[src/rtl/core/tpif_pkg.sv]
// Shared types and constants of the time-of-flight point intensity filter.
// No dependencies; the interfaces, the core and the checker use it.
package tpif_pkg;

    localparam int COORD_W = 16;
    localparam int AMP_W   = 16;
    localparam int FOV_W   = 8;
    localparam int INT_W   = 8;

    localparam int SQ_W    = 31;   // largest square is 2^30
    localparam int SUM_W   = 32;   // three squares stay below 2^32
    localparam int PROD_W  = SUM_W + INT_W;

    // floor(p / 1000000) == floor((p >> 6) / 15625); p >> 6 stays below 2^22
    // whenever the result is not saturated, and 15625 is reached by reciprocal.
    localparam int QIN_LSB   = 6;
    localparam int QIN_W     = 22;
    localparam int MAGIC_W   = 23;
    localparam int QPROD_W   = QIN_W + MAGIC_W;
    localparam int DIV_SHIFT = 36;
    localparam logic [MAGIC_W-1:0] DIV_MAGIC = 23'd4398047;

    // amplitude * range^2 at or above 256 * 10^6 saturates the intensity
    localparam logic [PROD_W-1:0] SAT_LIMIT = 40'd256000000;

    localparam logic [INT_W-1:0] INT_MAX   = 8'hFF;
    localparam logic [3:0]       FOV_OUT   = 4'hF;

    // register map, word index = paddr[3:2]
    localparam int PADDR_W = 4;
    localparam int PDATA_W = 32;
    localparam logic [1:0] REG_MODE     = 2'd0;
    localparam logic [1:0] REG_FOV_EN   = 2'd1;
    localparam logic [1:0] REG_OVF_LVL  = 2'd2;

    localparam logic              MODE_RESET   = 1'b1;
    localparam logic              FOV_EN_RESET = 1'b0;
    localparam logic [AMP_W-1:0]  OVF_RESET    = 16'hFFFF;

    // how the final intensity is chosen for an item
    typedef enum logic [1:0] {
        SEL_CALC = 2'd0,
        SEL_ZERO = 2'd1,
        SEL_MAX  = 2'd2
    } int_sel_t;

endpackage

[src/rtl/core/tpif_if.sv]
// Stream interfaces of the point intensity filter: pixel requests in, points out.
// Depends on tpif_pkg for field widths.
interface tpif_pixel_if;
    logic                                 valid;
    logic                                 ready;
    logic signed [tpif_pkg::COORD_W-1:0]  x_mm;
    logic signed [tpif_pkg::COORD_W-1:0]  y_mm;
    logic signed [tpif_pkg::COORD_W-1:0]  z_mm;
    logic        [tpif_pkg::AMP_W-1:0]    amplitude;
    logic        [tpif_pkg::FOV_W-1:0]    fov_code;

    modport source (output valid, x_mm, y_mm, z_mm, amplitude, fov_code, input ready);
    modport sink   (input valid, x_mm, y_mm, z_mm, amplitude, fov_code, output ready);
endinterface

interface tpif_point_if;
    logic                                 valid;
    logic                                 ready;
    logic signed [tpif_pkg::COORD_W-1:0]  point_x;
    logic signed [tpif_pkg::COORD_W-1:0]  point_y;
    logic signed [tpif_pkg::COORD_W-1:0]  point_z;
    logic        [tpif_pkg::INT_W-1:0]    intensity;

    modport source (output valid, point_x, point_y, point_z, intensity, input ready);
    modport sink   (input valid, point_x, point_y, point_z, intensity, output ready);
endinterface

[src/rtl/core/tof_point_intensity_filter_top.sv]
// Time-of-flight point filter with range-squared amplitude compensation.
// Depends on tpif_pkg and the stream interfaces in tpif_if.sv.
//
// One pixel request is taken in every clock cycle while ready is high. Squares,
// their sum, the amplitude product, the reciprocal product for the division by
// one million, and the output register form five register stages, each with a
// valid bit. A stall on the output side holds the stages behind it, while empty
// stages still fill, so ready stays high until the pipeline is full. Pixels that
// the field-of-view check drops are taken in and produce nothing. Configuration
// is to be written over the APB port between bursts of traffic; the block itself
// does not enforce it. pready is always high and reads return the register value.
module tof_point_intensity_filter_top (
    input  logic                              clk,
    input  logic                              rst_n,
    tpif_pixel_if.sink                        pixel_in,
    tpif_point_if.source                      point_out,
    input  logic                              psel,
    input  logic                              penable,
    input  logic                              pwrite,
    input  logic [tpif_pkg::PADDR_W-1:0]      paddr,
    input  logic [tpif_pkg::PDATA_W-1:0]      pwdata,
    output logic [tpif_pkg::PDATA_W-1:0]      prdata,
    output logic                              pready
);

    // configuration registers
    logic                           mode_reg;
    logic                           fov_en_reg;
    logic [tpif_pkg::AMP_W-1:0]     ovf_lvl_reg;
    logic                           cfg_wr;
    logic [1:0]                     cfg_idx;

    assign pready  = 1'b1;
    assign cfg_wr  = psel && penable && pwrite;
    assign cfg_idx = paddr[3:2];

    always_ff @(posedge clk or negedge rst_n)
    begin
        if (!rst_n)
        begin
            mode_reg    <= tpif_pkg::MODE_RESET;
            fov_en_reg  <= tpif_pkg::FOV_EN_RESET;
            ovf_lvl_reg <= tpif_pkg::OVF_RESET;
        end
        else if (cfg_wr)
        begin
            unique case (cfg_idx)
                tpif_pkg::REG_MODE:    mode_reg    <= pwdata[0];
                tpif_pkg::REG_FOV_EN:  fov_en_reg  <= pwdata[0];
                tpif_pkg::REG_OVF_LVL: ovf_lvl_reg <= pwdata[tpif_pkg::AMP_W-1:0];
                default:               ;
            endcase
        end
    end

    always_comb
    begin
        unique case (cfg_idx)
            tpif_pkg::REG_MODE:    prdata = {31'd0, mode_reg};
            tpif_pkg::REG_FOV_EN:  prdata = {31'd0, fov_en_reg};
            tpif_pkg::REG_OVF_LVL: prdata = {16'd0, ovf_lvl_reg};
            default:               prdata = '0;
        endcase
    end

    // stage enables: a stage loads when it is empty or its content moves on
    logic v1_reg, v2_reg, v3_reg, v4_reg, v5_reg;
    logic en1, en2, en3, en4, en5;

    assign en5 = !v5_reg || point_out.ready;
    assign en4 = !v4_reg || en5;
    assign en3 = !v3_reg || en4;
    assign en2 = !v2_reg || en3;
    assign en1 = !v1_reg || en2;

    assign pixel_in.ready = en1;

    // entry: classify the request
    logic               drop;
    tpif_pkg::int_sel_t sel_in;

    assign drop = fov_en_reg && (pixel_in.fov_code[7:4] == tpif_pkg::FOV_OUT);

    always_comb
    begin
        priority if (!mode_reg)
            sel_in = tpif_pkg::SEL_ZERO;
        else if (pixel_in.amplitude[15:8] == 8'd0)
            sel_in = tpif_pkg::SEL_CALC;
        else if (pixel_in.amplitude >= ovf_lvl_reg)
            sel_in = tpif_pkg::SEL_MAX;
        else
            sel_in = tpif_pkg::SEL_ZERO;
    end

    // payload of each stage
    logic signed [tpif_pkg::COORD_W-1:0] x1_reg, y1_reg, z1_reg;
    logic signed [tpif_pkg::COORD_W-1:0] x2_reg, y2_reg, z2_reg;
    logic signed [tpif_pkg::COORD_W-1:0] x3_reg, y3_reg, z3_reg;
    logic signed [tpif_pkg::COORD_W-1:0] x4_reg, y4_reg, z4_reg;
    logic signed [tpif_pkg::COORD_W-1:0] x5_reg, y5_reg, z5_reg;
    tpif_pkg::int_sel_t                  sel1_reg, sel2_reg, sel3_reg, sel4_reg;
    logic [tpif_pkg::INT_W-1:0]          amp1_reg, amp2_reg;
    logic [tpif_pkg::SQ_W-1:0]           xx1_reg, yy1_reg, zz1_reg;
    logic [tpif_pkg::SUM_W-1:0]          sum2_reg;
    logic [tpif_pkg::PROD_W-1:0]         prod3_reg;
    logic                                sat4_reg;
    logic [tpif_pkg::QPROD_W-1:0]        qprod4_reg;
    logic [tpif_pkg::INT_W-1:0]          int5_reg;

    logic signed [31:0]                  xx_next, yy_next, zz_next;
    logic [tpif_pkg::SUM_W-1:0]          sum_next;
    logic [tpif_pkg::PROD_W-1:0]         prod_next;
    logic [tpif_pkg::QPROD_W-1:0]        qprod_next;
    logic [tpif_pkg::INT_W-1:0]          int_next;

    assign xx_next    = pixel_in.x_mm * pixel_in.x_mm;
    assign yy_next    = pixel_in.y_mm * pixel_in.y_mm;
    assign zz_next    = pixel_in.z_mm * pixel_in.z_mm;
    assign sum_next   = 32'(xx1_reg) + 32'(yy1_reg) + 32'(zz1_reg);
    assign prod_next  = tpif_pkg::PROD_W'(sum2_reg) * tpif_pkg::PROD_W'(amp2_reg);
    assign qprod_next = tpif_pkg::QPROD_W'(prod3_reg[tpif_pkg::QIN_LSB +: tpif_pkg::QIN_W])
                      * tpif_pkg::QPROD_W'(tpif_pkg::DIV_MAGIC);

    always_comb
    begin
        unique case (sel4_reg)
            tpif_pkg::SEL_CALC: int_next = sat4_reg ? tpif_pkg::INT_MAX
                                         : qprod4_reg[tpif_pkg::DIV_SHIFT +: tpif_pkg::INT_W];
            tpif_pkg::SEL_MAX:  int_next = tpif_pkg::INT_MAX;
            default:            int_next = '0;
        endcase
    end

    always_ff @(posedge clk or negedge rst_n)
    begin
        if (!rst_n)
        begin
            v1_reg <= 1'b0;
            v2_reg <= 1'b0;
            v3_reg <= 1'b0;
            v4_reg <= 1'b0;
            v5_reg <= 1'b0;
        end
        else
        begin
            if (en1) v1_reg <= pixel_in.valid && !drop;
            if (en2) v2_reg <= v1_reg;
            if (en3) v3_reg <= v2_reg;
            if (en4) v4_reg <= v3_reg;
            if (en5) v5_reg <= v4_reg;
        end
    end

    always_ff @(posedge clk)
    begin
        if (en1)
        begin
            x1_reg   <= pixel_in.x_mm;
            y1_reg   <= pixel_in.y_mm;
            z1_reg   <= pixel_in.z_mm;
            sel1_reg <= sel_in;
            amp1_reg <= pixel_in.amplitude[tpif_pkg::INT_W-1:0];
            xx1_reg  <= xx_next[tpif_pkg::SQ_W-1:0];
            yy1_reg  <= yy_next[tpif_pkg::SQ_W-1:0];
            zz1_reg  <= zz_next[tpif_pkg::SQ_W-1:0];
        end
        if (en2)
        begin
            x2_reg   <= x1_reg;
            y2_reg   <= y1_reg;
            z2_reg   <= z1_reg;
            sel2_reg <= sel1_reg;
            amp2_reg <= amp1_reg;
            sum2_reg <= sum_next;
        end
        if (en3)
        begin
            x3_reg    <= x2_reg;
            y3_reg    <= y2_reg;
            z3_reg    <= z2_reg;
            sel3_reg  <= sel2_reg;
            prod3_reg <= prod_next;
        end
        if (en4)
        begin
            x4_reg     <= x3_reg;
            y4_reg     <= y3_reg;
            z4_reg     <= z3_reg;
            sel4_reg   <= sel3_reg;
            sat4_reg   <= prod3_reg >= tpif_pkg::SAT_LIMIT;
            qprod4_reg <= qprod_next;
        end
        if (en5)
        begin
            x5_reg   <= x4_reg;
            y5_reg   <= y4_reg;
            z5_reg   <= z4_reg;
            int5_reg <= int_next;
        end
    end

    assign point_out.valid     = v5_reg;
    assign point_out.point_x   = x5_reg;
    assign point_out.point_y   = y5_reg;
    assign point_out.point_z   = z5_reg;
    assign point_out.intensity = int5_reg;

endmodule

[src/flat_wrapper.sv]
// flat-port wrapper written by rule: the top's interface ports become plain ports
module tof_point_intensity_filter_top_flat 
  (clk, rst_n, psel, penable, pwrite, paddr, pwdata, prdata, pready, pixel_in_valid, pixel_in_x_mm, pixel_in_y_mm, pixel_in_z_mm, pixel_in_amplitude, pixel_in_fov_code, pixel_in_ready, point_out_valid, point_out_point_x, point_out_point_y, point_out_point_z, point_out_intensity, point_out_ready);
  tpif_pixel_if pixel_in_i ();
  tpif_point_if point_out_i ();
  input  logic clk;
  input  logic rst_n;
  input  logic psel;
  input  logic penable;
  input  logic pwrite;
  input  logic [tpif_pkg::PADDR_W-1:0] paddr;
  input  logic [tpif_pkg::PDATA_W-1:0] pwdata;
  output logic [tpif_pkg::PDATA_W-1:0] prdata;
  output logic pready;
  input wire logic [$bits(pixel_in_i.valid)-1:0] pixel_in_valid;
  input wire logic [$bits(pixel_in_i.x_mm)-1:0] pixel_in_x_mm;
  input wire logic [$bits(pixel_in_i.y_mm)-1:0] pixel_in_y_mm;
  input wire logic [$bits(pixel_in_i.z_mm)-1:0] pixel_in_z_mm;
  input wire logic [$bits(pixel_in_i.amplitude)-1:0] pixel_in_amplitude;
  input wire logic [$bits(pixel_in_i.fov_code)-1:0] pixel_in_fov_code;
  output wire logic [$bits(pixel_in_i.ready)-1:0] pixel_in_ready;
  output wire logic [$bits(point_out_i.valid)-1:0] point_out_valid;
  output wire logic [$bits(point_out_i.point_x)-1:0] point_out_point_x;
  output wire logic [$bits(point_out_i.point_y)-1:0] point_out_point_y;
  output wire logic [$bits(point_out_i.point_z)-1:0] point_out_point_z;
  output wire logic [$bits(point_out_i.intensity)-1:0] point_out_intensity;
  input wire logic [$bits(point_out_i.ready)-1:0] point_out_ready;
  assign pixel_in_i.valid = pixel_in_valid;
  assign pixel_in_i.x_mm = pixel_in_x_mm;
  assign pixel_in_i.y_mm = pixel_in_y_mm;
  assign pixel_in_i.z_mm = pixel_in_z_mm;
  assign pixel_in_i.amplitude = pixel_in_amplitude;
  assign pixel_in_i.fov_code = pixel_in_fov_code;
  assign pixel_in_ready = pixel_in_i.ready;
  assign point_out_valid = point_out_i.valid;
  assign point_out_point_x = point_out_i.point_x;
  assign point_out_point_y = point_out_i.point_y;
  assign point_out_point_z = point_out_i.point_z;
  assign point_out_intensity = point_out_i.intensity;
  assign point_out_i.ready = point_out_ready;
  tof_point_intensity_filter_top u_core (.clk(clk), .rst_n(rst_n), .pixel_in(pixel_in_i), .point_out(point_out_i), .psel(psel), .penable(penable), .pwrite(pwrite), .paddr(paddr), .pwdata(pwdata), .prdata(prdata), .pready(pready));
endmodule
[config.mk]
export PLATFORM = sky130hd
export DESIGN_NAME = tof_point_intensity_filter_top_flat
export DESIGN_NICKNAME = d
export VERILOG_FILES = /design/src/rtl/core/tpif_pkg.sv /design/src/rtl/core/tpif_if.sv /design/src/rtl/core/tof_point_intensity_filter_top.sv /design/src/flat_wrapper.sv
export SDC_FILE = /design/constraint.sdc
export NUM_CORES = 2
export LEC_CHECK = 0
export ABC_AREA = 0
export BUFFER_PORTS_ARGS = -buffer_cell sky130_fd_sc_hd__buf_2
export CAP_MARGIN = 25
export CORE_MARGIN = 2
export CORE_UTILIZATION = 45
export DETAILED_ROUTE_END_ITERATION = 7
export PLACE_DENSITY_LB_ADDON = 0.1
export SLEW_MARGIN = 20
export SYNTH_ARGS = -nofsm -noshare
export SYNTH_HDL_FRONTEND = slang
export SYNTH_SLANG_ARGS = --single-unit
[constraint.sdc]
create_clock -name clk -period 11.68 [get_ports clk]
set_input_delay 1.752 -clock clk [delete_from_list [all_inputs] [get_ports clk]]
set_output_delay 1.752 -clock clk [all_outputs]
set_load 0.01 [all_outputs]
==> results.md <==
- GR Util All Layers: 19.8%
- Critical Path Source Type: input port
- Total wire length: 125 mm
- Max Clock Freq: 0.130 GHz
- Reg-to-reg startpoint: u_core.prod3_reg[19]
- EDFF count, synth: 440
- Remaining routing DRC violations: 0
- Crit path kind: input port to register
- DRT antenna net count: 0
- Max Cap Viol: 0
- Dpl hpwl: 102 mm
- Fin Hold WS: 0.406 ns
- Setup tns final: 0 ns
- Syn Std Cell Area: 58,600 µm²
- CTS tree: yes
- Predominant post-synthesis flop cell: edfxtp_1
- Status: complete, no violations
- Die height: 365 µm
- H-Tree Depth: 2
- Final GP Congestion: 0.869
- Mapped Cells: 5,397
- PortBufs: 166
- Warnings from Yosys: 0
- Area contributors post-synth: fa_1, edfxtp_1, ha_1, inv_1, and2_1
- Number of buffers inserted by hold repair at cts: 0
- HP Class: register to register
- DR WL/cell: 17.0 µm
- Final hold viol count: 0
- Starting Density: 45.3%
- Hold Path Cell Cnt: 0
- Post_cts resized: 0
- Worst path cell trace: buf_2 > inv_1 > nor2_1 > fa_1 > inv_1 > fa_1 > inv_1 > fa_1 > fa_1 > inv_1 > fa_1 > inv_1 > fa_1 > ha_1 > and2_1 > o21a_1 > a2111oi_0 > nand2_1 > a21oi_1 > o31a_1 > a21oi_1 > a311oi_1 > xnor2_1
- Commonest non-fill, non-tap cell in the layout: inv_1
- Vias: 35,900
- Top-Level Pins: 206
- Reg2Reg Setup Slack: 4.77 ns
- Critical Path Sink Type: register
- CP most frequent cell: fa_1
- CP max-delay cell: fa_1
- Met1 usage in global routing: 26.2%
- Global routing's busiest layer: met2
- Reg-to-Reg End: u_core.qprod4_reg[36]
- Synth unique cells: 73
- Hold EP: u_core.y3_reg[9]
- Antenna violations before repair: 2
- Post-synth top area cell: fa_1
- Fin crit share: 65.9%
- Area growth syn-to-layout: 8.04%
- First-pass GRT wire length: 208 mm
- Largest register FFs: 40
- Clk slew on worst S/H paths: 0.06 ns
- Arrival @ worst endpoint: 8.09 ns
- Vias in the first global route: 39,400
- Crit-path leading delay family: adder cells
- Most frequent cells in the layout: inv_1, fa_1, ha_1, edfxtp_1, nand2_1
- Syn avg cell area: 10.9 µm²
- Post-synth ARST share: 4.97%
- Post-CTS Setup Inserts: 0
- Clock latency on the worst-skew pair: 0.69 ns
- Post-route worst setup slack: 3.98 ns
- Post-Route Skew: 0.0611 ns
- Worst relative slew slack: 33.2%
- Post-synthesis sequential area ratio: 23.5%
- Router iterations before antenna repair: 5
- Top-area cell type share of the netlist area: 37.2%
- Cell count of the worst reg-to-reg path: 20
- CP max stage delay: 0.54 ns
- CP max FO: 14
- # clock sinks: 463
- HP Start: u_core.y2_reg[9]
- Drt via density: 4.89
- Critical path data required time: 12.07 ns
- Synth Register Bits: 463
- Chip width: 365 µm
- CTS root buffer: clkbuf_16
- Met3 usage: 2.06%
- Met2 Track Usage GR: 35.1%
- CTS Buf Count: 57
- Layout fillers: 12,300
- Place WS: 3.34 ns
- Nets@finish: 7,317
- First DRT Iteration DRCs: 1,465
- Tmin final: 7.70 ns
- Core Region: 129,000 µm²
- Unrepaired setup endpoints after global routing: false
- Global route total overflow: 0
- Max Root-Sink Buffers: 3
- WP buf/inv: 6
- Row count: 132
- DIE AREA: 133,000 µm²
- Final Max Slew Viols: 0
- Layout cell share with drive strength beyond 1: 5.81%
- Setup violators final: 0
- Largest net degree at the start of global routing: 141
- Worst Max-Slew Pin Slew: 1.00 ns
## layout make-up
type,instances,area (µm²),area share [%]
antenna,2,5.00,0.00790
clock buffer,62,1450,2.28
clock inverter,46,502,0.792
inverter,1357,5090,8.04
multi-input combinational,3484,39400,62.1
sequential,463,13800,21.8
tap,1742,2180,3.44
timing repair buffer,182,963,1.52
## metal layers
| layer | routed length [µm] | share of wire (%) |
|---|---|---|
| met1 | 55100 | 44 |
| met2 | 63500 | 51 |
| met3 | 3740 | 3.0 |
| met4 | 2600 | 2.1 |
| met5 | 0 | 0 |
## cells in the mapped netlist, types with 20 or more instances
| cell type | n |
|---|---|
| fa_1 | 1090 |
| o21bai_1 | 21 |
| and3_1 | 20 |
| edfxtp_1 | 440 |
| xor2_1 | 55 |
| nor2_1 | 184 |
| a211oi_1 | 20 |
| clkbuf_1 | 90 |
| nor3_1 | 24 |
| o21ai_0 | 98 |
| a21o_1 | 99 |
| ha_1 | 567 |
| inv_1 | 1357 |
| nand2_1 | 436 |
| a21oi_1 | 159 |
| xnor2_1 | 144 |
| nand2b_1 | 29 |
| and2_1 | 266 |
| nand3_1 | 43 |
| o21a_1 | 25 |
## cell families (layout without fill, tap and decap cells)
| kind of cell | count (synthesis) | in the layout | share of synthesized area (%) |
|---|---|---|---|
| adder cells (fa/ha/maj) | 1657 | 1657 | 49.3 |
| buffers and inverters | 1468 | 1647 | 9.51 |
| AND/OR/NAND/NOR | 1082 | 1082 | 8.83 |
| AO/OA/AOI/OAI | 521 | 521 | 5.74 |
| flip-flops | 463 | 463 | 23.5 |
| XOR/XNOR | 199 | 199 | 2.97 |
| multiplexers | 5 | 5 | 0.0917 |
| other | 2 | 22 | 0.0128 |
## stage by stage
stage	cells	utilization, %	area (µm²)
3_5_place_dp	7227	47.4	61400
5_1_grt	7336	48.9	63400
3_3_place_gp	7227	47.4	61400
2_1_floorplan	5415	-	58700
4_1_cts	7335	48.9	63300
6_report	7338	48.9	63400
## how the worst max path moves through the flow
stage	to	slack (ns)	depth (start not counted)	start
floorplan	pixel_in_ready	2.45	4	point_out_ready
global placement	u_core.xx1_reg[29]	3.36	23	pixel_in_x_mm[8]
detailed placement	u_core.xx1_reg[29]	3.34	23	pixel_in_x_mm[8]
CTS	u_core.xx1_reg[29]	4.05	23	pixel_in_x_mm[4]
global route	u_core.xx1_reg[29]	3.61	23	pixel_in_x_mm[4]
finish	u_core.xx1_reg[29]	3.98	23	pixel_in_x_mm[8]
Power is left out: the tool's default activity adds up to more than one toggle a clock period on the data nets, which glitch-free logic cannot reach.
